### src/rtl/ptzenc_pkg.sv
package ptzenc_pkg;

   localparam int FRAME_LEN = 7;
   localparam int IDX_W     = $clog2(FRAME_LEN);
   localparam logic [IDX_W-1:0] IDX_LAST = IDX_W'(FRAME_LEN - 1);

   // Byte positions within a frame.
   localparam logic [IDX_W-1:0] POS_SYNC     = IDX_W'(0);
   localparam logic [IDX_W-1:0] POS_ID       = IDX_W'(1);
   localparam logic [IDX_W-1:0] POS_FUNCTION = IDX_W'(2);
   localparam logic [IDX_W-1:0] POS_LENS     = IDX_W'(3);
   localparam logic [IDX_W-1:0] POS_MOTION   = IDX_W'(4);
   localparam logic [IDX_W-1:0] POS_END      = IDX_W'(5);

   // Fixed frame bytes and defaults.
   localparam logic [7:0] BYTE_SYNC       = 8'hA5;
   localparam logic [7:0] BYTE_END        = 8'h55;
   localparam logic [7:0] FN_DEFAULT      = 8'h10;
   localparam logic [7:0] LENS_DEFAULT    = 8'h0D;
   localparam logic [7:0] MOT_DEFAULT     = 8'h88;
   localparam logic [7:0] MOT_CENTRE_HIGH = 8'h80;
   localparam logic [7:0] MOT_CENTRE_LOW  = 8'h08;
   localparam logic [7:0] FN_PRESET_GO    = 8'h11;
   localparam logic [7:0] FN_PRESET_MODE1 = 8'h25;
   localparam logic [7:0] FN_PRESET_MODE2 = 8'h26;
   localparam logic [7:0] FN_HOME         = 8'h1D;
   localparam logic [7:0] FN_CFG_ON       = 8'h19;
   localparam logic [7:0] FN_CFG_OFF      = 8'h1F;
   localparam logic [7:0] FN_CFG_SET1     = 8'h13;
   localparam logic [7:0] BYTE_FIXED      = 8'h80;
   localparam logic [7:0] MOT_CFG_SET1    = 8'h81;
   localparam logic [7:0] LENS_FOCUS_NEAR = 8'h03;
   localparam logic [7:0] LENS_FOCUS_FAR  = 8'h04;
   localparam logic [7:0] LENS_IRIS_OPEN  = 8'h06;
   localparam logic [7:0] LENS_IRIS_CLOSE = 8'h05;
   localparam logic [7:0] LENS_ZOOM_IN    = 8'h0E;
   localparam logic [7:0] LENS_ZOOM_OUT   = 8'h0C;

   // Command kinds.
   localparam logic [4:0] KIND_CONFIG     = 5'd0;
   localparam logic [4:0] KIND_PAN_LEFT   = 5'd1;
   localparam logic [4:0] KIND_PAN_RIGHT  = 5'd2;
   localparam logic [4:0] KIND_TILT_UP    = 5'd3;
   localparam logic [4:0] KIND_TILT_DOWN  = 5'd4;
   localparam logic [4:0] KIND_LEFT_UP    = 5'd5;
   localparam logic [4:0] KIND_LEFT_DOWN  = 5'd6;
   localparam logic [4:0] KIND_RIGHT_UP   = 5'd7;
   localparam logic [4:0] KIND_RIGHT_DOWN = 5'd8;
   localparam logic [4:0] KIND_FOCUS_NEAR = 5'd12;
   localparam logic [4:0] KIND_FOCUS_FAR  = 5'd13;
   localparam logic [4:0] KIND_IRIS_OPEN  = 5'd15;
   localparam logic [4:0] KIND_IRIS_CLOSE = 5'd16;
   localparam logic [4:0] KIND_ZOOM_IN    = 5'd18;
   localparam logic [4:0] KIND_ZOOM_OUT   = 5'd19;
   localparam logic [4:0] KIND_PRESET_1   = 5'd21;
   localparam logic [4:0] KIND_PRESET_9   = 5'd29;
   localparam logic [4:0] KIND_HOME       = 5'd30;
   localparam logic [7:0] PRESET_BASE     = 8'd20;

   // Config subcodes, compared against the whole command value.
   localparam logic [31:0] CFG_ON       = 32'd0;
   localparam logic [31:0] CFG_OFF      = 32'd1;
   localparam logic [31:0] CFG_UP       = 32'd2;
   localparam logic [31:0] CFG_DOWN     = 32'd3;
   localparam logic [31:0] CFG_LEFT     = 32'd4;
   localparam logic [31:0] CFG_RIGHT    = 32'd5;
   localparam logic [31:0] CFG_SET1     = 32'd6;
   localparam logic [31:0] CFG_SET2     = 32'd7;
   localparam logic [31:0] CFG_ZOOM_IN  = 32'd10;
   localparam logic [31:0] CFG_ZOOM_OUT = 32'd11;
   localparam logic [31:0] PRESET_MODE1 = 32'd1;
   localparam logic [31:0] PRESET_MODE2 = 32'd2;

   // Repeat policies and follow-up stops.
   localparam logic [1:0] POL_DEFAULT = 2'd0;
   localparam logic [1:0] POL_ONCE    = 2'd1;
   localparam logic [1:0] POL_THREE   = 2'd2;
   localparam logic [1:0] POL_FOREVER = 2'd3;
   localparam logic [1:0] FUP_NONE    = 2'd0;
   localparam logic [1:0] FUP_TILT    = 2'd1;
   localparam logic [1:0] FUP_PAN     = 2'd2;
   localparam logic [1:0] FUP_ZOOM    = 2'd3;

   localparam logic [3:0] SPEED_MAX   = 4'd10;
   localparam logic [2:0] SPEED_FIXED = 3'd7;

   // One classified command, as held in the queue.
   typedef struct packed {
      logic [6:0] camera_id;
      logic [7:0] function_byte;
      logic [7:0] lens_byte;
      logic [7:0] motion_byte;
      logic [7:0] checksum;
      logic [1:0] repeat_policy;
      logic [1:0] follow_up_stop;
   } ptzenc_frame_type;

   typedef struct packed {
      logic full;
      logic empty;
   } ptzenc_q_status_type;

   // Speed 0..10 mapped to round(0.7 * s).
   function automatic logic [2:0] speed_code(input logic [3:0] s);
      logic [2:0] code;
      case (s)
         4'd0:    code = 3'd0;
         4'd1:    code = 3'd1;
         4'd2:    code = 3'd1;
         4'd3:    code = 3'd2;
         4'd4:    code = 3'd3;
         4'd5:    code = 3'd4;
         4'd6:    code = 3'd4;
         4'd7:    code = 3'd5;
         4'd8:    code = 3'd6;
         4'd9:    code = 3'd6;
         default: code = 3'd7;
      endcase
      return code;
   endfunction

endpackage

### src/rtl/ptzenc_front.sv
module ptzenc_front
   import ptzenc_pkg::*;
(
   input  logic [6:0]       req_camera_id,
   input  logic [4:0]       req_command_kind,
   input  logic [31:0]      req_command_value,
   output ptzenc_frame_type frame
);

   logic [3:0] px;
   logic [3:0] py;
   logic [2:0] sx;
   logic [2:0] sy;
   logic [4:0] kind;
   logic [7:0] fn;
   logic [7:0] lens;
   logic [7:0] mot;
   logic [1:0] pol;
   logic [1:0] fup;
   logic [1:0] dirpol;
   logic [1:0] zoompol;
   logic [7:0] sum;

   always_comb begin
      px = (req_command_value[15:0] > 16'(SPEED_MAX)) ? SPEED_MAX : req_command_value[3:0];
      py = (req_command_value[31:16] > 16'(SPEED_MAX)) ? SPEED_MAX : req_command_value[19:16];
      if (py == 4'd0) begin
         py = px;
      end
      sx      = speed_code(px);
      sy      = speed_code(py);
      kind    = req_command_kind;
      fn      = FN_DEFAULT;
      lens    = LENS_DEFAULT;
      mot     = MOT_DEFAULT;
      pol     = POL_DEFAULT;
      fup     = FUP_NONE;
      dirpol  = POL_FOREVER;
      zoompol = POL_FOREVER;

      // Config subcodes either set the bytes outright or stand in for a
      // direction or zoom command at a fixed speed.
      if (req_command_kind == KIND_CONFIG) begin
         unique case (req_command_value)
            CFG_ON: begin
               fn = FN_CFG_ON; lens = BYTE_FIXED; mot = BYTE_FIXED;
            end
            CFG_OFF: begin
               fn = FN_CFG_OFF; lens = BYTE_FIXED; mot = BYTE_FIXED; pol = POL_THREE;
            end
            CFG_UP: begin
               kind = KIND_TILT_UP; sx = SPEED_FIXED; dirpol = POL_ONCE; fup = FUP_TILT;
            end
            CFG_DOWN: begin
               kind = KIND_TILT_DOWN; sx = SPEED_FIXED; dirpol = POL_ONCE; fup = FUP_TILT;
            end
            CFG_LEFT: begin
               kind = KIND_PAN_LEFT; sx = SPEED_FIXED; dirpol = POL_ONCE; fup = FUP_PAN;
            end
            CFG_RIGHT: begin
               kind = KIND_PAN_RIGHT; sx = SPEED_FIXED; dirpol = POL_ONCE; fup = FUP_PAN;
            end
            CFG_SET1: begin
               fn = FN_CFG_SET1; lens = BYTE_FIXED; mot = MOT_CFG_SET1;
            end
            CFG_SET2: begin
               fn = FN_CFG_OFF; lens = BYTE_FIXED; mot = BYTE_FIXED;
            end
            CFG_ZOOM_IN: begin
               kind = KIND_ZOOM_IN; zoompol = POL_ONCE; fup = FUP_ZOOM;
            end
            CFG_ZOOM_OUT: begin
               kind = KIND_ZOOM_OUT; zoompol = POL_ONCE; fup = FUP_ZOOM;
            end
            default: begin
            end
         endcase
      end

      unique case (kind) inside
         KIND_PAN_LEFT: begin
            mot = MOT_DEFAULT - {1'b0, sx, 4'b0000}; pol = dirpol;
         end
         KIND_PAN_RIGHT: begin
            mot = MOT_DEFAULT + {1'b0, sx, 4'b0000}; pol = dirpol;
         end
         KIND_TILT_UP: begin
            mot = MOT_DEFAULT + {5'b00000, sx}; pol = dirpol;
         end
         KIND_TILT_DOWN: begin
            mot = MOT_DEFAULT - {5'b00000, sx}; pol = dirpol;
         end
         KIND_LEFT_UP: begin
            mot = (MOT_CENTRE_HIGH - {1'b0, sx, 4'b0000}) | (MOT_CENTRE_LOW + {5'b00000, sy});
            pol = POL_FOREVER;
         end
         KIND_LEFT_DOWN: begin
            mot = (MOT_CENTRE_HIGH - {1'b0, sx, 4'b0000}) | (MOT_CENTRE_LOW - {5'b00000, sy});
            pol = POL_FOREVER;
         end
         KIND_RIGHT_UP: begin
            mot = (MOT_CENTRE_HIGH + {1'b0, sx, 4'b0000}) | (MOT_CENTRE_LOW + {5'b00000, sy});
            pol = POL_FOREVER;
         end
         KIND_RIGHT_DOWN: begin
            mot = (MOT_CENTRE_HIGH + {1'b0, sx, 4'b0000}) | (MOT_CENTRE_LOW - {5'b00000, sy});
            pol = POL_FOREVER;
         end
         KIND_FOCUS_NEAR: begin
            lens = LENS_FOCUS_NEAR; pol = POL_FOREVER;
         end
         KIND_FOCUS_FAR: begin
            lens = LENS_FOCUS_FAR; pol = POL_FOREVER;
         end
         KIND_IRIS_OPEN: begin
            lens = LENS_IRIS_OPEN; pol = POL_FOREVER;
         end
         KIND_IRIS_CLOSE: begin
            lens = LENS_IRIS_CLOSE; pol = POL_FOREVER;
         end
         KIND_ZOOM_IN: begin
            lens = LENS_ZOOM_IN; pol = zoompol;
         end
         KIND_ZOOM_OUT: begin
            lens = LENS_ZOOM_OUT; pol = zoompol;
         end
         [KIND_PRESET_1:KIND_PRESET_9]: begin
            if (req_command_value == PRESET_MODE2) begin
               fn = FN_PRESET_MODE2;
            end else if (req_command_value == PRESET_MODE1) begin
               fn = FN_PRESET_MODE1;
            end else begin
               fn = FN_PRESET_GO;
            end
            lens = BYTE_FIXED;
            mot  = BYTE_FIXED + {3'b000, kind} - PRESET_BASE;
         end
         KIND_HOME: begin
            if (req_command_value == 32'd0) begin
               fn = FN_HOME; lens = BYTE_FIXED; mot = BYTE_FIXED;
            end
         end
         default: begin
         end
      endcase

      sum = BYTE_SYNC + {1'b0, req_camera_id} + fn + lens + mot + BYTE_END;

      frame.camera_id      = req_camera_id;
      frame.function_byte  = fn;
      frame.lens_byte      = lens;
      frame.motion_byte    = mot;
      frame.checksum       = sum;
      frame.repeat_policy  = pol;
      frame.follow_up_stop = fup;
   end

endmodule

### src/rtl/ptzenc_queue.sv
module ptzenc_queue
   import ptzenc_pkg::*;
(
   input  logic                clock,
   input  logic                reset,
   input  logic                push,
   input  ptzenc_frame_type    push_frame,
   input  logic                pop,
   output ptzenc_frame_type    head_frame,
   output ptzenc_q_status_type status
);

   ptzenc_frame_type slot_ff [2];
   logic             wr_ptr_ff;
   logic             wr_ptr_in;
   logic             rd_ptr_ff;
   logic             rd_ptr_in;
   logic [1:0]       count_ff;
   logic [1:0]       count_in;

   always_comb begin
      wr_ptr_in = wr_ptr_ff ^ push;
      rd_ptr_in = rd_ptr_ff ^ pop;
      count_in  = count_ff + {1'b0, push} - {1'b0, pop};
      status.full  = (count_ff == 2'd2);
      status.empty = (count_ff == 2'd0);
      head_frame   = slot_ff[rd_ptr_ff];
   end

   always_ff @(posedge clock) begin
      if (push) begin
         slot_ff[wr_ptr_ff] <= push_frame;
      end
   end

   always_ff @(posedge clock) begin
      if (reset) begin
         wr_ptr_ff <= 1'b0;
         rd_ptr_ff <= 1'b0;
         count_ff  <= 2'd0;
      end else begin
         wr_ptr_ff <= wr_ptr_in;
         rd_ptr_ff <= rd_ptr_in;
         count_ff  <= count_in;
      end
   end

endmodule

### src/rtl/ptzenc_back.sv
module ptzenc_back
   import ptzenc_pkg::*;
(
   input  logic                clock,
   input  logic                reset,
   input  ptzenc_frame_type    head_frame,
   input  ptzenc_q_status_type q_status,
   output logic                pop,
   output logic                rsp_valid,
   input  logic                rsp_stall,
   output logic [7:0]          rsp_frame_byte,
   output logic                rsp_frame_last,
   output logic [1:0]          rsp_repeat_policy,
   output logic [1:0]          rsp_follow_up_stop
);

   ptzenc_frame_type cur_ff;
   ptzenc_frame_type cur_in;
   logic             loaded_ff;
   logic             loaded_in;
   logic [IDX_W-1:0] idx_ff;
   logic [IDX_W-1:0] idx_in;
   logic             valid_ff;
   logic             valid_in;
   logic [7:0]       byte_ff;
   logic [7:0]       byte_in;
   logic             last_ff;
   logic             last_in;
   logic [1:0]       pol_ff;
   logic [1:0]       pol_in;
   logic [1:0]       fup_ff;
   logic [1:0]       fup_in;
   logic             advance;
   logic             done;
   logic [7:0]       sel_byte;

   always_comb begin
      case (idx_ff)
         POS_SYNC:     sel_byte = BYTE_SYNC;
         POS_ID:       sel_byte = {1'b0, cur_ff.camera_id};
         POS_FUNCTION: sel_byte = cur_ff.function_byte;
         POS_LENS:     sel_byte = cur_ff.lens_byte;
         POS_MOTION:   sel_byte = cur_ff.motion_byte;
         POS_END:      sel_byte = BYTE_END;
         default:      sel_byte = cur_ff.checksum;
      endcase

      advance   = !valid_ff || !rsp_stall;
      done      = advance && loaded_ff && (idx_ff == IDX_LAST);
      cur_in    = cur_ff;
      loaded_in = loaded_ff;
      idx_in    = idx_ff;
      valid_in  = valid_ff;
      byte_in   = byte_ff;
      last_in   = last_ff;
      pol_in    = pol_ff;
      fup_in    = fup_ff;

      if (advance) begin
         valid_in = loaded_ff;
         if (loaded_ff) begin
            byte_in = sel_byte;
            last_in = (idx_ff == IDX_LAST);
            pol_in  = cur_ff.repeat_policy;
            fup_in  = cur_ff.follow_up_stop;
            if (idx_ff == IDX_LAST) begin
               loaded_in = 1'b0;
            end else begin
               idx_in = idx_ff + IDX_W'(1);
            end
         end
      end

      pop = (!loaded_ff || done) && !q_status.empty;
      if (pop) begin
         cur_in    = head_frame;
         loaded_in = 1'b1;
         idx_in    = POS_SYNC;
      end

      rsp_valid          = valid_ff;
      rsp_frame_byte     = byte_ff;
      rsp_frame_last     = last_ff;
      rsp_repeat_policy  = pol_ff;
      rsp_follow_up_stop = fup_ff;
   end

   always_ff @(posedge clock) begin
      cur_ff  <= cur_in;
      byte_ff <= byte_in;
      last_ff <= last_in;
      pol_ff  <= pol_in;
      fup_ff  <= fup_in;
   end

   always_ff @(posedge clock) begin
      if (reset) begin
         loaded_ff <= 1'b0;
         idx_ff    <= POS_SYNC;
         valid_ff  <= 1'b0;
      end else begin
         loaded_ff <= loaded_in;
         idx_ff    <= idx_in;
         valid_ff  <= valid_in;
      end
   end

endmodule

### src/rtl/ptz_command_frame_encoder_core.sv
// The first byte of a frame passes through the queue, the back end's frame register and its
// output register. The byte serialiser sends one frame byte per cycle while rsp_stall is low;
// a two-entry queue lets new requests in while a frame is sent.
// Reset is synchronous and active high; it empties the queue and drops rsp_valid.
// The seventh byte of every frame carries the checksum and the last flag.
module ptz_command_frame_encoder_core
   import ptzenc_pkg::*;
(
   input  logic        clock,
   input  logic        reset,
   input  logic        req_valid,
   output logic        req_stall,
   input  logic [6:0]  req_camera_id,
   input  logic [4:0]  req_command_kind,
   input  logic [31:0] req_command_value,
   output logic        rsp_valid,
   input  logic        rsp_stall,
   output logic [7:0]  rsp_frame_byte,
   output logic        rsp_frame_last,
   output logic [1:0]  rsp_repeat_policy,
   output logic [1:0]  rsp_follow_up_stop
);

   // The front end decodes a request into the function, lens and motion bytes,
   // the checksum and the policy tags, all in the cycle the request arrives.
   ptzenc_frame_type    new_frame;
   ptzenc_frame_type    head_frame;
   ptzenc_q_status_type q_status;
   logic                push;
   logic                pop;

   ptzenc_front u_front (
      .req_camera_id     (req_camera_id),
      .req_command_kind  (req_command_kind),
      .req_command_value (req_command_value),
      .frame             (new_frame)
   );

   // A request is taken whenever the queue has room, so the front end does
   // not wait for the serialiser to finish the previous frame.
   assign req_stall = q_status.full;
   assign push      = req_valid && !q_status.full;

   ptzenc_queue u_queue (
      .clock      (clock),
      .reset      (reset),
      .push       (push),
      .push_frame (new_frame),
      .pop        (pop),
      .head_frame (head_frame),
      .status     (q_status)
   );

   // The back end holds one frame and walks through its seven bytes into a
   // registered output; the next frame is loaded as the last byte leaves,
   // so consecutive frames follow without a gap.
   ptzenc_back u_back (
      .clock              (clock),
      .reset              (reset),
      .head_frame         (head_frame),
      .q_status           (q_status),
      .pop                (pop),
      .rsp_valid          (rsp_valid),
      .rsp_stall          (rsp_stall),
      .rsp_frame_byte     (rsp_frame_byte),
      .rsp_frame_last     (rsp_frame_last),
      .rsp_repeat_policy  (rsp_repeat_policy),
      .rsp_follow_up_stop (rsp_follow_up_stop)
   );

endmodule

### config.mk
export PLATFORM = sky130hd
export DESIGN_NAME = ptz_command_frame_encoder_core
export DESIGN_NICKNAME = d
export VERILOG_FILES = /design/src/rtl/ptzenc_pkg.sv /design/src/rtl/ptzenc_front.sv /design/src/rtl/ptzenc_queue.sv /design/src/rtl/ptzenc_back.sv /design/src/rtl/ptz_command_frame_encoder_core.sv
export SDC_FILE = /design/constraint.sdc
export NUM_CORES = 1
export LEC_CHECK = 0
export ABC_AREA = 1
export ABC_CLOCK_PERIOD_IN_PS = 5300
export BUFFER_PORTS_ARGS = -buffer_cell sky130_fd_sc_hd__buf_2
export CAP_MARGIN = 20
export CORE_MARGIN = 3
export CORE_UTILIZATION = 35
export CTS_BUF_LIST = sky130_fd_sc_hd__clkbuf_16
export CTS_CLUSTER_DIAMETER = 150
export DETAILED_ROUTE_END_ITERATION = 8
export HOLD_SLACK_MARGIN = 0.1
export SYNTH_ARGS = -nofsm -noshare
export SYNTH_HDL_FRONTEND = slang
export SYNTH_HIERARCHICAL = 1
export SYNTH_SLANG_ARGS = --single-unit
### constraint.sdc
create_clock -name clock -period 5.3 [get_ports clock]
set_input_delay 0.53 -clock clock [delete_from_list [all_inputs] [get_ports clock]]
set_output_delay 0.53 -clock clock [all_outputs]
set_load 0.02 [all_outputs]
**Word level (Yosys, flattened, before mapping)**

Memory sizes are Yosys's and may differ from the RTL's. A register that Yosys moved wholly into a read port is not among the register bits.
Index checks and enable logic that the tools add are counted.

- Output and inout bits: 15
- Memories: 3
- RAM bits: 86
- Bits in latches: 0
- Register bits after elaboration: 22
- ROM bits: 96
- Logic and storage cells: 141

Memories:

| name | depth | width | rd ports | clocked after memory_dff | write ports | line | text |
|---|---|---|---|---|---|---|---|
| u_queue.slot_ff | 2 | 43 | 1 | 1 | 1 | ptzenc_queue.sv:13 | `ptzenc_frame_type slot_ff [2];` |
| (name not given) | 16 | 3 | 1 | 0 | 0 | ptzenc_pkg.sv:106 | `case (s)` |
| (name not given) | 16 | 3 | 1 | 0 | 0 | ptzenc_pkg.sv:106 |  |

- $add $sub $neg: 18
- Shifts and indexed selects: 0
- $lt $le $gt $ge: 4
- $mul: 0
- Equal/unequal tests: 31
- Mux-type cells: 37
- Bitwise logic cells: 7
- Reduce and logical (&&, ||, !) cells: 31
- Divide/modulo/power cells: 0

Operators by type and width:

| cell | number |
|---|---|
| $eq A32 B3 Y1 const B | 4 |
| $pmux W8 S10 | 1 |
| $eq A32 B2 Y1 const B | 2 |
| $eq A32 B4 Y1 const B | 2 |
| $pmux W8 S8 | 1 |
| $mux W8 | 6 |
| $pmux W8 S6 | 1 |
| $eq A32 B1 Y1 const B | 1 |
| $gt A16 B4 Y1 const B | 2 |
| $logic_not A32 Y1 | 1 |
| $or A8 B8 Y8 | 4 |
| $pmux W5 S6 | 1 |
| $add A8 B7 Y8 const A | 3 |
| $add A8 B8 Y8 | 3 |
| $eq A5 B3 Y1 const B | 4 |
| $eq A5 B4 Y1 const B | 4 |
| $eq A5 B5 Y1 const B | 4 |
| $mux W4 | 5 |
| $pmux W8 S2 | 1 |
| $sub A8 B7 Y8 const A | 2 |
| $mux W2 | 7 |
| $pmux W2 S3 | 2 |
| $pmux W4 S3 | 1 |
| $reduce_or A2 Y1 | 6 |
| other kinds (38) | 60 |

**Depth between registers and ports, before layout**

Gate-level depths: netlist of the first run.

- Word-level depth: 10
- Gate-level depth with buffers: 39
- Mapped depth without buffers: 39

**Cells and area by module**

The synthesis of the first run kept the hierarchy.

By module, submodules not included:

| module | cells each | area each (um^2) | times used |
|---|---|---|---|
| ptzenc_queue | 161 | 3513.4 | 1 |
| ptzenc_front | 409 | 2511.2 | 1 |
| ptzenc_back | 179 | 2332.2 | 1 |
| ptz_command_frame_encoder_core | 2 | 10.0 | 1 |

**Worst setup path after synthesis of the first run**

Ideal clock, no wire load.

- Kind: input -> register
- From: input port req_command_value[12]
- To: memory u_queue/slot_ff[0][11] in the netlist's numbering, data pin
- Library setup time: 0.252 ns
- Arrival time: 5.039 ns
- Path slack: 0.010 ns
- Required time: 5.048 ns
- Stages: 34
- Cell sequence: nor2_1 nand2_1 nor2_8 nand3_1 nand2_1 nand3_2 nand2_2 nand2_1 nor2_1 nand3_4 nand2_8 inv_4 nand2_2 nand2_4 inv_4 nand3_2 o21ai_1 inv_1 fa_1 inv_1 fa_1 inv_1 fa_1 ha_1 nand2_1 nor2_1 a211oi_1 o21bai_1 a21oi_1 xnor2_1 xor2_1 nand2_1 nand2_1 inv_1

RTL lines:

| element | line | text |
|---|---|---|
| start, declared | ptz_command_frame_encoder_core.sv:15 | `input logic [31:0] req_command_value,` |
| end, declared | ptzenc_queue.sv:13 |  |

==> run_results.csv, run 1 <==
group,metric,value,unit
cells_and_area,final_layout_size_suffix_gt1_share,42.4,%
global_route,first_global_vias,5721,
sta,setup_ws,0.115,ns
worst_setup_path,required,5.47,ns
sta,finalCritPeriodShare,97.8,%
place,gp_congestion,0.864,
worst_setup_path,path_max_fanout,6,
worst_setup_path,endpoint_kind,"register",
place,io_buffers,62,
sta,period_minus_slack,5.19,ns
route,vias_per_cell,4.49,
place,hpwl,12800,µm
route,first_pass_iters,4,
sta,finalHoldWorstSlack,0.315,ns
sta,finalSetupViolCount,0,
clock_tree,clkTransAtPathRegs,0.06,ns
worst_setup_path,critPathSlowestCell,"fa_1",
status,outcome,"finished, final reports clean",
sta,drv_slew,0,
pwr,powerDensity,386,nW/µm²
clock_tree,root_buffer,"clkbuf_16",
clock_tree,cts_tree,"built",
worst_setup_path,crit_type,"input pin to register",
clock_tree,clk_latency,0.42,ns
global_route,grt_use_total,13.3,%
route,drc,0,
worst_setup_path,cpPeakStageDelay,0.56,ns
cells_and_area,area_delta_synth_final,29.9,%
synth,syn_inst,751,
global_route,grt-ovfl-total,0,
place,place_ws,-0.456,ns
synth,synth_enable_flop_cells,142,
worst_setup_path,critical-path-top-delay-family,"adder cells",
worst_setup_path,crit_path_frequent_cell,"nand2_4",
pwr,p_total,4200,µW
worst_setup_path,arrival,5.36,ns
worst_setup_path,worstSetupStartpointType,"input pin",
floorplan,fp-row-count,55,
sta,grt_setup_unrepaired,"yes",
floorplan,die_h,161,µm
worst_setup_path,path_buf_inv,8,
synth,synth_largest_area_cell,"edfxtp_1",
pwr,ir_drop,0.187,mV
route,wl_per_cell,13.6,µm
synth,ys_seq_area_share,53.1,%
cells_and_area,antenna_cells,0,
global_route,grt_max_degree,46,
floorplan,initial_core_util,36.3,%
cells_and_area,layout_common_cells,"142 x edfxtp_1, 136 x buf_4, 116 x nand2_1",
clock_tree,postCtsHoldBufs,0,
clock_tree,cts-buffers-inserted,17,
synth,synth_seq_cells,151,
pwr,leakage,0.00477,µW
clock_tree,cts-htree-levels,4,
synth,synthTopCellsByArea,"edfxtp_1 51%, mux2_4 7.0%, nand2_1 5.7%",
route,drtIter0Drc,249,
cells_and_area,final_util,47.2,%
worst_hold_path,min-delay-path-class,"input pin to register",
clock_tree,clock-sinks,151,
synth,synth_ff_type,"edfxtp_1",
route,ant_nets,0,
sta,finClkSkew,0.00625,ns
cells_and_area,n_fill_cell,2076,
run,drv_cap,0,
floorplan,io_pins,63,
global_route,antenna_found_initial,0,
synth,synth_top_area_share,51.0,%
route,via_count,5762,
global_route,grt_pass1_wl,27500,µm
synth,netlist_area,8370,µm²
clock_tree,clockBufferDepth,2,
sta,worstMarginPinSlew,0.839,ns
worst_setup_path,rrSetupSlack,2.75,ns
route,wl,17400,µm
sta,hold_viol,0,
floorplan,die_x,161,µm
synth,yosys_warnings,6,
floorplan,core_area,23100,µm²
cells_and_area,final_nets,1049,
sta,max_freq,193,MHz
synth,ys_types,49,
floorplan,dieArea,25800,µm²
sta,slew_headroom,44.1,%
synth,syn_area_per_cell,11.1,µm²
cells_and_area,layout_commonest_cell,"edfxtp_1",
synth,async_flop_share,0,%
## per-layer routing
| metal | wire length [µm] | global-route usage (%) | share of wire [%] | up-vias |
|---|---|---|---|---|
| li1 | - | - | - | 2926 |
| met1 | 7560 | 16.5 | 43 | 2715 |
| met2 | 8830 | 22.8 | 51 | 96 |
| met3 | 652 | 3.17 | 3.7 | 25 |
| met4 | 358 | 4.81 | 2.1 | 0 |
| met5 | 0 | 0 | 0 | - |
## worst paths after layout
| path | start | end | cells after the start |
|---|---|---|---|
| setup / recovery | req_command_value[19] | u_queue/slot_ff[0][11] | 36 |
| hold / removal | req_camera_id[4] | u_queue/slot_ff[1][40] | 1 |
| setup reg to reg | u_back/idx_ff[0] | u_queue/count_ff[1] | 17 |
| hold reg to reg | u_back/cur_ff[3] | u_back/rsp_repeat_policy[1] | 0 |
## cell families (layout without fill, tap and decap cells)
| kind of cell | after synthesis | after routing | synth area share (%) |
|---|---|---|---|
| adders and majority gates | 45 | 45 | 7.63 |
| muxes | 43 | 43 | 7.54 |
| and+or+nand+nor | 309 | 310 | 18.8 |
| other | 1 | 5 | 0.0448 |
| buffers and inverters | 138 | 351 | 7.93 |
| xor gates and xnor gates | 10 | 10 | 1.05 |
| DFF | 151 | 151 | 53.1 |
| AOI/OAI and AO/OA | 54 | 54 | 3.93 |
## Yosys cell counts (all sizes together), types with 2 or more instances
library cell	instances
nand2	151
edfxtp	142
inv	118
nor2	88
mux2	43
nand3	39
ha	35
a21oi	21
buf	19
nand4	19
o21ai	16
fa	10
dfxtp	9
nor3	6
o211ai	6
xnor2	6
nand3b	4
xor2	4
o22ai	3
a211oi	2
a31oi	2
o21bai	2
## worst register-to-register path: stages (launching register included)
cell and delay, ns:
dfxtp_1 0.35, inv_1 0.12, ha_1 0.23, nand2_2 0.11, inv_2 0.07, nand2_1 0.04
nand2_1 0.07, nand2_1 0.08, clkinv_1 0.05, buf_4 0.49, ha_1 0.34, inv_1 0.06
ha_1 0.15, inv_1 0.04, nand2_1 0.07, nand3_1 0.07, nand2_1 0.06, nor2_1 0.04
## final cells by class
class | count | area (µm²) | share of cell area (%)
flip-flops and latches | 151 | 4450 | 40.9
multi-input cells | 467 | 3570 | 32.9
repair buffers | 201 | 1430 | 13.1
inverters | 118 | 460 | 4.24
clock buffers | 17 | 425 | 3.91
well taps | 313 | 392 | 3.60
clock inverters | 15 | 146 | 1.35
## stage by stage
stage	TNS [ns]	cells	area [µm²]
floorplan	0	755	8380
global placement	-0.610	1227	9770
detailed placement	-0.912	1227	9770
CTS	0	1259	10400
global route	-0.409	1282	10900
finish	0	1282	10900
## power by group
part	switching (µW)	total, µW	internal [µW]
combinational	673	1210	538
sequential	89.1	1850	1760
clock	486	1140	655
## flip-flops by register name, indices dropped and copies added (netlist names)
signal,flops
u_back/cur_ff,43
u_back/idx_ff,3
u_back/loaded_ff,1
u_back/rsp_follow_up_stop,2
u_back/rsp_frame_byte,8
u_back/rsp_frame_last,1
u_back/rsp_repeat_policy,2
u_back/rsp_valid,1
u_queue/count_ff,2
u_queue/rd_ptr_ff,1
u_queue/slot_ff,86
u_queue/wr_ptr_ff,1
## repair_timing
action / CTS / global route
endpoints found under the setup margin: 2 / 2
gates resized for setup: 2 / 99
pin swaps: 0 / 64
setup buffers: 0 / 22
hold endpoints to repair: 0 / 0
cloned: 0 / 1
(Power assumes the default switching activity.)
==> run 2: changes to the inputs <==
Settings changed: ABC_CLOCK_PERIOD_IN_PS 5300 to 6490, SKIP_CTS_REPAIR_TIMING set to 1.
Clock period 5.3 ns to 6.49 ns, I/O delays scaled along.
==> run 2 against run 1 <==
Compared with the run above:
- register-to-register slack improved by 1.6 ns
- critical path depth up 1
- clock-buffer cell count stayed put
- utilization is 6.0 points lower
- critical path type unchanged
- critical endpoint unchanged
==> run_results.csv, run 2 (synthesis gave the netlist of run 1 again) <==
group,metric,value,unit
global_route,grt-ovfl-total,0,
global_route,antenna_found_initial,0,
clock_tree,clkTransAtPathRegs,0.06,ns
floorplan,initial_core_util,36.3,%
sta,max_freq,172,MHz
status,outcome,"finished, final reports clean",
floorplan,die_x,161,µm
clock_tree,clk_latency,0.42,ns
pwr,powerDensity,353,nW/µm²
worst_setup_path,arrival,5.99,ns
place,place_ws,0.257,ns
sta,slew_headroom,43.5,%
cells_and_area,antenna_cells,0,
worst_hold_path,min_from,"u_back/cur_ff[0]",
route,wl_per_cell,14.5,µm
cells_and_area,instances_no_fill,1146,
clock_tree,cts_tree,"built",
worst_setup_path,crit_path_frequent_cell,"nand2_2",
cells_and_area,largest_register,"u_queue/slot_ff",
worst_setup_path,cp_num_cells,37,
worst_setup_path,critical_path.endpoint,"u_queue/slot_ff[0][11]",
sta,finalCritPeriodShare,89.6,%
global_route,grt_use_total,13.3,%
route,first_pass_iters,5,
worst_hold_path,min-delay-path-class,"register to register",
global_route,first_global_vias,5275,
sta,finalHoldWorstSlack,0.427,ns
floorplan,die_h,161,µm
place,dp.cells,1115,
pwr,leakage,0.00403,µW
run,drv_cap,0,
worst_setup_path,cpPeakStageDelay,0.50,ns
cells_and_area,area_delta_synth_final,13.5,%
floorplan,core_area,23100,µm²
place,io_buffers,62,
cells_and_area,layout_commonest_cell,"edfxtp_1",
route,vias_per_cell,4.56,
place,gp_congestion,0.890,
cells_and_area,final_util,41.2,%
worst_setup_path,rrSetupSlack,4.37,ns
clock_tree,clock-sinks,151,
sta,hold_viol,0,
clock_tree,root_buffer,"clkbuf_16",
route,drc,0,
worst_setup_path,crit_type,"input pin to register",
floorplan,fp-row-count,55,
cells_and_area,final_nets,914,
route,via_count,5228,
sta,grt_setup_unrepaired,"no",
sta,finalSetupViolCount,0,
global_route,grt_max_degree,45,
worst_setup_path,r2r_cells,15,
clock_tree,cts-buffers-inserted,17,
worst_setup_path,critical-path-top-delay-family,"simple AND/OR/NAND/NOR gates",
worst_setup_path,cp-startpoint,"req_command_value[29]",
sta,final.setup.tns,0,ns
worst_setup_path,endpoint_kind,"register",
worst_setup_path,path_max_fanout,9,
worst_setup_path,worstSetupStartpointType,"input pin",
sta,worstMarginPinSlew,0.847,ns
pwr,ir_drop,0.177,mV
floorplan,io_pins,63,
sta,finClkSkew,0.0121,ns
floorplan,dieArea,25800,µm²
cells_and_area,largest_reg_flops,86,
worst_setup_path,path_buf_inv,8,
worst_setup_path,timing.rr.start,"u_back/idx_ff[0]",
sta,period_minus_slack,5.82,ns
cells_and_area,final_layout_size_suffix_gt1_share,26.2,%
route,ant_nets,0,
route,wl,16600,µm
cells_and_area,layout_common_cells,"142 x edfxtp_1, 128 x nand2_1, 104 x inv_1",
sta,drv_slew,0,
clock_tree,clockBufferDepth,2,
global_route,grt_pass1_wl,27000,µm
worst_setup_path,required,6.66,ns
worst_setup_path,r2r_end,"u_queue/count_ff[1]",
sta,setup_ws,0.672,ns
worst_setup_path,critPathSlowestCell,"fa_1",
place,hpwl,12100,µm
clock_tree,cts-htree-levels,4,
route,drtIter0Drc,297,
[run 2: metal layers]
layer  routed length, µm  track usage, %
met2                8080            22.3
met3                 655            3.02
met1                7610            17.1
met4                 283            3.98
met5                   0               0
[run 2: worst min-delay path by stage]
stage,end,cells past startpoint
after CTS,u_queue/slot_ff[1][37],1
after global placement,u_back/rsp_follow_up_stop[0],0
final,u_back/rsp_follow_up_stop[0],0
after global routing,u_queue/slot_ff[1][40],1
after detailed placement,u_back/rsp_repeat_policy[1],0
after floorplan,u_back/rsp_follow_up_stop[0],0
[run 2: area by class of cell]
| class | count | area, µm² |
|---|---|---|
| Timing Repair Buffer | 67 | 348 |
| Fill cell | 2204 | 13600 |
| Inverter | 118 | 453 |
| Clock buffer | 17 | 425 |
| Multi-Input combinational cell | 466 | 3280 |
| Clock inverter | 14 | 151 |
| Tap cell | 313 | 392 |
| Sequential cell | 151 | 4450 |
[run 2: report_power, final]
group | leakage (µW) | internal (µW) | switching [µW]
logic | 0.00234 | 365 | 527
registers | 0.00141 | 1430 | 72.0
clock network | 0.000274 | 567 | 387
[run 2: stage by stage]
| stage | power [µW] | instance area, µm² |
|---|---|---|
| 6_report | 3350 | 9490 |
| 5_1_grt | 3540 | 9490 |
| 4_1_cts | 3400 | 9490 |
| 3_5_place_dp | 2430 | 8920 |
| 3_3_place_gp | 2410 | 8920 |
| 2_1_floorplan | 2230 | 8380 |
[run 2: worst register-to-register path, cell delays in order, from the launching register on]
cell	delay [ns]
dfxtp_1	0.39
inv_1	0.10
ha_1	0.26
nand2_2	0.14
inv_2	0.04
nand2_1	0.05
nand2_1	0.07
nand2_1	0.10
clkinv_1	0.08
ha_1	0.28
inv_1	0.04
ha_1	0.18
inv_1	0.05
nand2_1	0.06
a21oi_1	0.13
nor2_1	0.06
==> run 3: changes to the inputs <==
Settings changed: PLACE_DENSITY set to 0.56.
==> run 3 against run 2 <==
Compared with the run above:
- cell area increased by 0.36%
- critical path depth decreased by 4
- total power increased by 0.68%
- maximum frequency increased by 0.50%
- via count decreased by 1.5%
- sequential share of layout area decreased by 0.17 points
- cell count increased by 0.17%
- non-clock buffer count increased by 1
- global-route usage decreased by 0.17 points
- combinational power decreased by 1%
- routed wire length decreased by 3.2%
- sequential power about the same
- critical path type unchanged
- largest cell class unchanged
==> run_results.csv, run 3 (synthesis gave the netlist of run 1 again) <==
group,metric,value,unit
worst_setup_path,r2r_end,"u_queue/count_ff[1]",
clock_tree,clk_latency,0.41,ns
route,via_count,5150,
worst_setup_path,worstSetupStartpointType,"input pin",
sta,final.setup.tns,0,ns
place,hpwl,12000,µm
place,gp_congestion,0.901,
floorplan,fp-row-count,55,
cells_and_area,multiInputGateArea,3280,µm²
floorplan,core_area,23100,µm²
global_route,grt_pass1_wl,26600,µm
sta,worstMarginPinSlew,0.848,ns
route,drtIter0Drc,289,
cells_and_area,largest_register,"u_queue/slot_ff",
cells_and_area,antenna_cells,0,
cells_and_area,regArea,4450,µm²
worst_setup_path,critPathSlowestCell,"fa_1",
worst_setup_path,r2r_cells,15,
status,outcome,"finished, final reports clean",
sta,drv_slew,0,
worst_setup_path,crit_path_frequent_cell,"nor2_1",
route,vias_per_cell,4.49,
worst_setup_path,cp-startpoint,"req_command_value[4]",
global_route,first_global_vias,5106,
floorplan,dieArea,25800,µm²
worst_setup_path,critical-path-top-delay-family,"simple AND/OR/NAND/NOR gates",
worst_setup_path,timing.rr.start,"u_back/idx_ff[0]",
sta,finClkSkew,0.00735,ns
sta,finalHoldWorstSlack,0.420,ns
worst_setup_path,endpoint_kind,"register",
global_route,grt_max_degree,45,
sta,period_minus_slack,5.79,ns
worst_setup_path,path_buf_inv,7,
route,wl,16100,µm
sta,slew_headroom,43.5,%
sta,hold_viol,0,
worst_setup_path,crit_type,"input pin to register",
route,drc,0,
worst_setup_path,critical_path.endpoint,"u_queue/slot_ff[0][11]",
global_route,grt_use_total,13.1,%
worst_setup_path,rrSetupSlack,4.38,ns
cells_and_area,layout_common_cells,"142 x edfxtp_1, 128 x nand2_1, 104 x inv_1",
clock_tree,root_buffer,"clkbuf_16",
cells_and_area,n_fill_cell,2198,
worst_setup_path,cpPeakStageDelay,0.43,ns
cells_and_area,final_layout_size_suffix_gt1_share,26.2,%
cells_and_area,area_delta_synth_final,13.9,%
worst_setup_path,required,6.66,ns
run,drv_cap,0,
worst_setup_path,arrival,5.96,ns
route,wl_per_cell,14.0,µm
sta,finalCritPeriodShare,89.2,%
global_route,antenna_found_initial,0,
floorplan,initial_core_util,36.3,%
clock_tree,clkTransAtPathRegs,0.06,ns
worst_hold_path,min-delay-path-class,"register to register",
clock_tree,cts-buffers-inserted,17,
pwr,leakage,0.00405,µW
floorplan,io_pins,63,
sta,finalSetupViolCount,0,
cells_and_area,layout_commonest_cell,"edfxtp_1",
global_route,grt-ovfl-total,0,
floorplan,die_x,161,µm
clock_tree,cts_tree,"built",
floorplan,die_h,161,µm
route,first_pass_iters,7,
sta,max_freq,173,MHz
clock_tree,clockBufferDepth,2,
cells_and_area,largest_reg_flops,86,
route,ant_nets,0,
worst_setup_path,cp_num_cells,33,
clock_tree,cts-htree-levels,4,
worst_setup_path,path_max_fanout,6,
pwr,ir_drop,0.164,mV
pwr,powerDensity,354,nW/µm²
sta,grt_setup_unrepaired,"no",
cells_and_area,final_nets,915,
clock_tree,clock-sinks,151,
place,io_buffers,62,
==> run 3: stage by stage <==
step                utilization, %  std cells  power, µW  setup slack, ns  cell area [µm²]
floorplan                        -        755       2230             1.08             8380
global placement              38.7       1116       2420            0.273             8920
detailed placement            38.7       1116       2430            0.304             8920
CTS                           41.3       1148       3430            0.730             9530
global route                  41.3       1148       3580            0.125             9530
finish                        41.3       1148       3370            0.701             9530
==> run 3: final cells by class <==
type | instances | share of cell area, %
clock buffer | 17 | 4.46
clock inverter | 15 | 1.86
inverter | 118 | 4.75
multi-input combinational | 466 | 34.4
sequential | 151 | 46.7
tap | 313 | 4.11
timing repair buffer | 68 | 3.73
==> run 3: how the worst min path moves through the flow <==
| stage | from | end | slack (ns) | cells after the start |
|---|---|---|---|---|
| 5_1_grt | req_camera_id[5] | u_queue/slot_ff[0][41] | 0.43 | 1 |
| 4_1_cts | u_back/cur_ff[2] | u_back/rsp_repeat_policy[0] | 0.42 | 0 |
| 3_5_place_dp | u_back/cur_ff[2] | u_back/rsp_repeat_policy[0] | 0.40 | 0 |
| 2_1_floorplan | u_back/cur_ff[0] | u_back/rsp_follow_up_stop[0] | 0.40 | 0 |
| 6_report | u_back/cur_ff[2] | u_back/rsp_repeat_policy[0] | 0.42 | 0 |
| 3_3_place_gp | u_back/cur_ff[1] | u_back/rsp_follow_up_stop[1] | 0.41 | 0 |
==> run 3: worst reg2reg max path, cell delays in order (launching register included) <==
cell and delay [ns]:
dfxtp_1 0.40, inv_1 0.10, ha_1 0.25, nand2_2 0.13, inv_2 0.05, nand2_1 0.05, nand2_1 0.06, nand2_1 0.10
clkinv_1 0.09, ha_1 0.28, inv_1 0.04, ha_1 0.18, inv_1 0.05, nand2_1 0.06, a21oi_1 0.13, nor2_1 0.06
==> run 3: routing by layer <==
layer	vias to the layer above	share of wire, %	routed length [µm]	global-route usage (%)
li1	2659	-	-	-
met1	2384	47	7510	17.5
met2	93	49	7890	21.6
met3	14	3.1	499	2.19
met4	0	1.3	208	4.50
met5	-	0	0	0
==> run 3: power breakdown <==
part           total [µW]  switching (µW)  leakage, µW  internal [µW]
registers            1510            72.5      0.00141           1430
clock network         986             380     0.000289            606
logic                 882             518      0.00235            364
total                3370             970      0.00405           2400
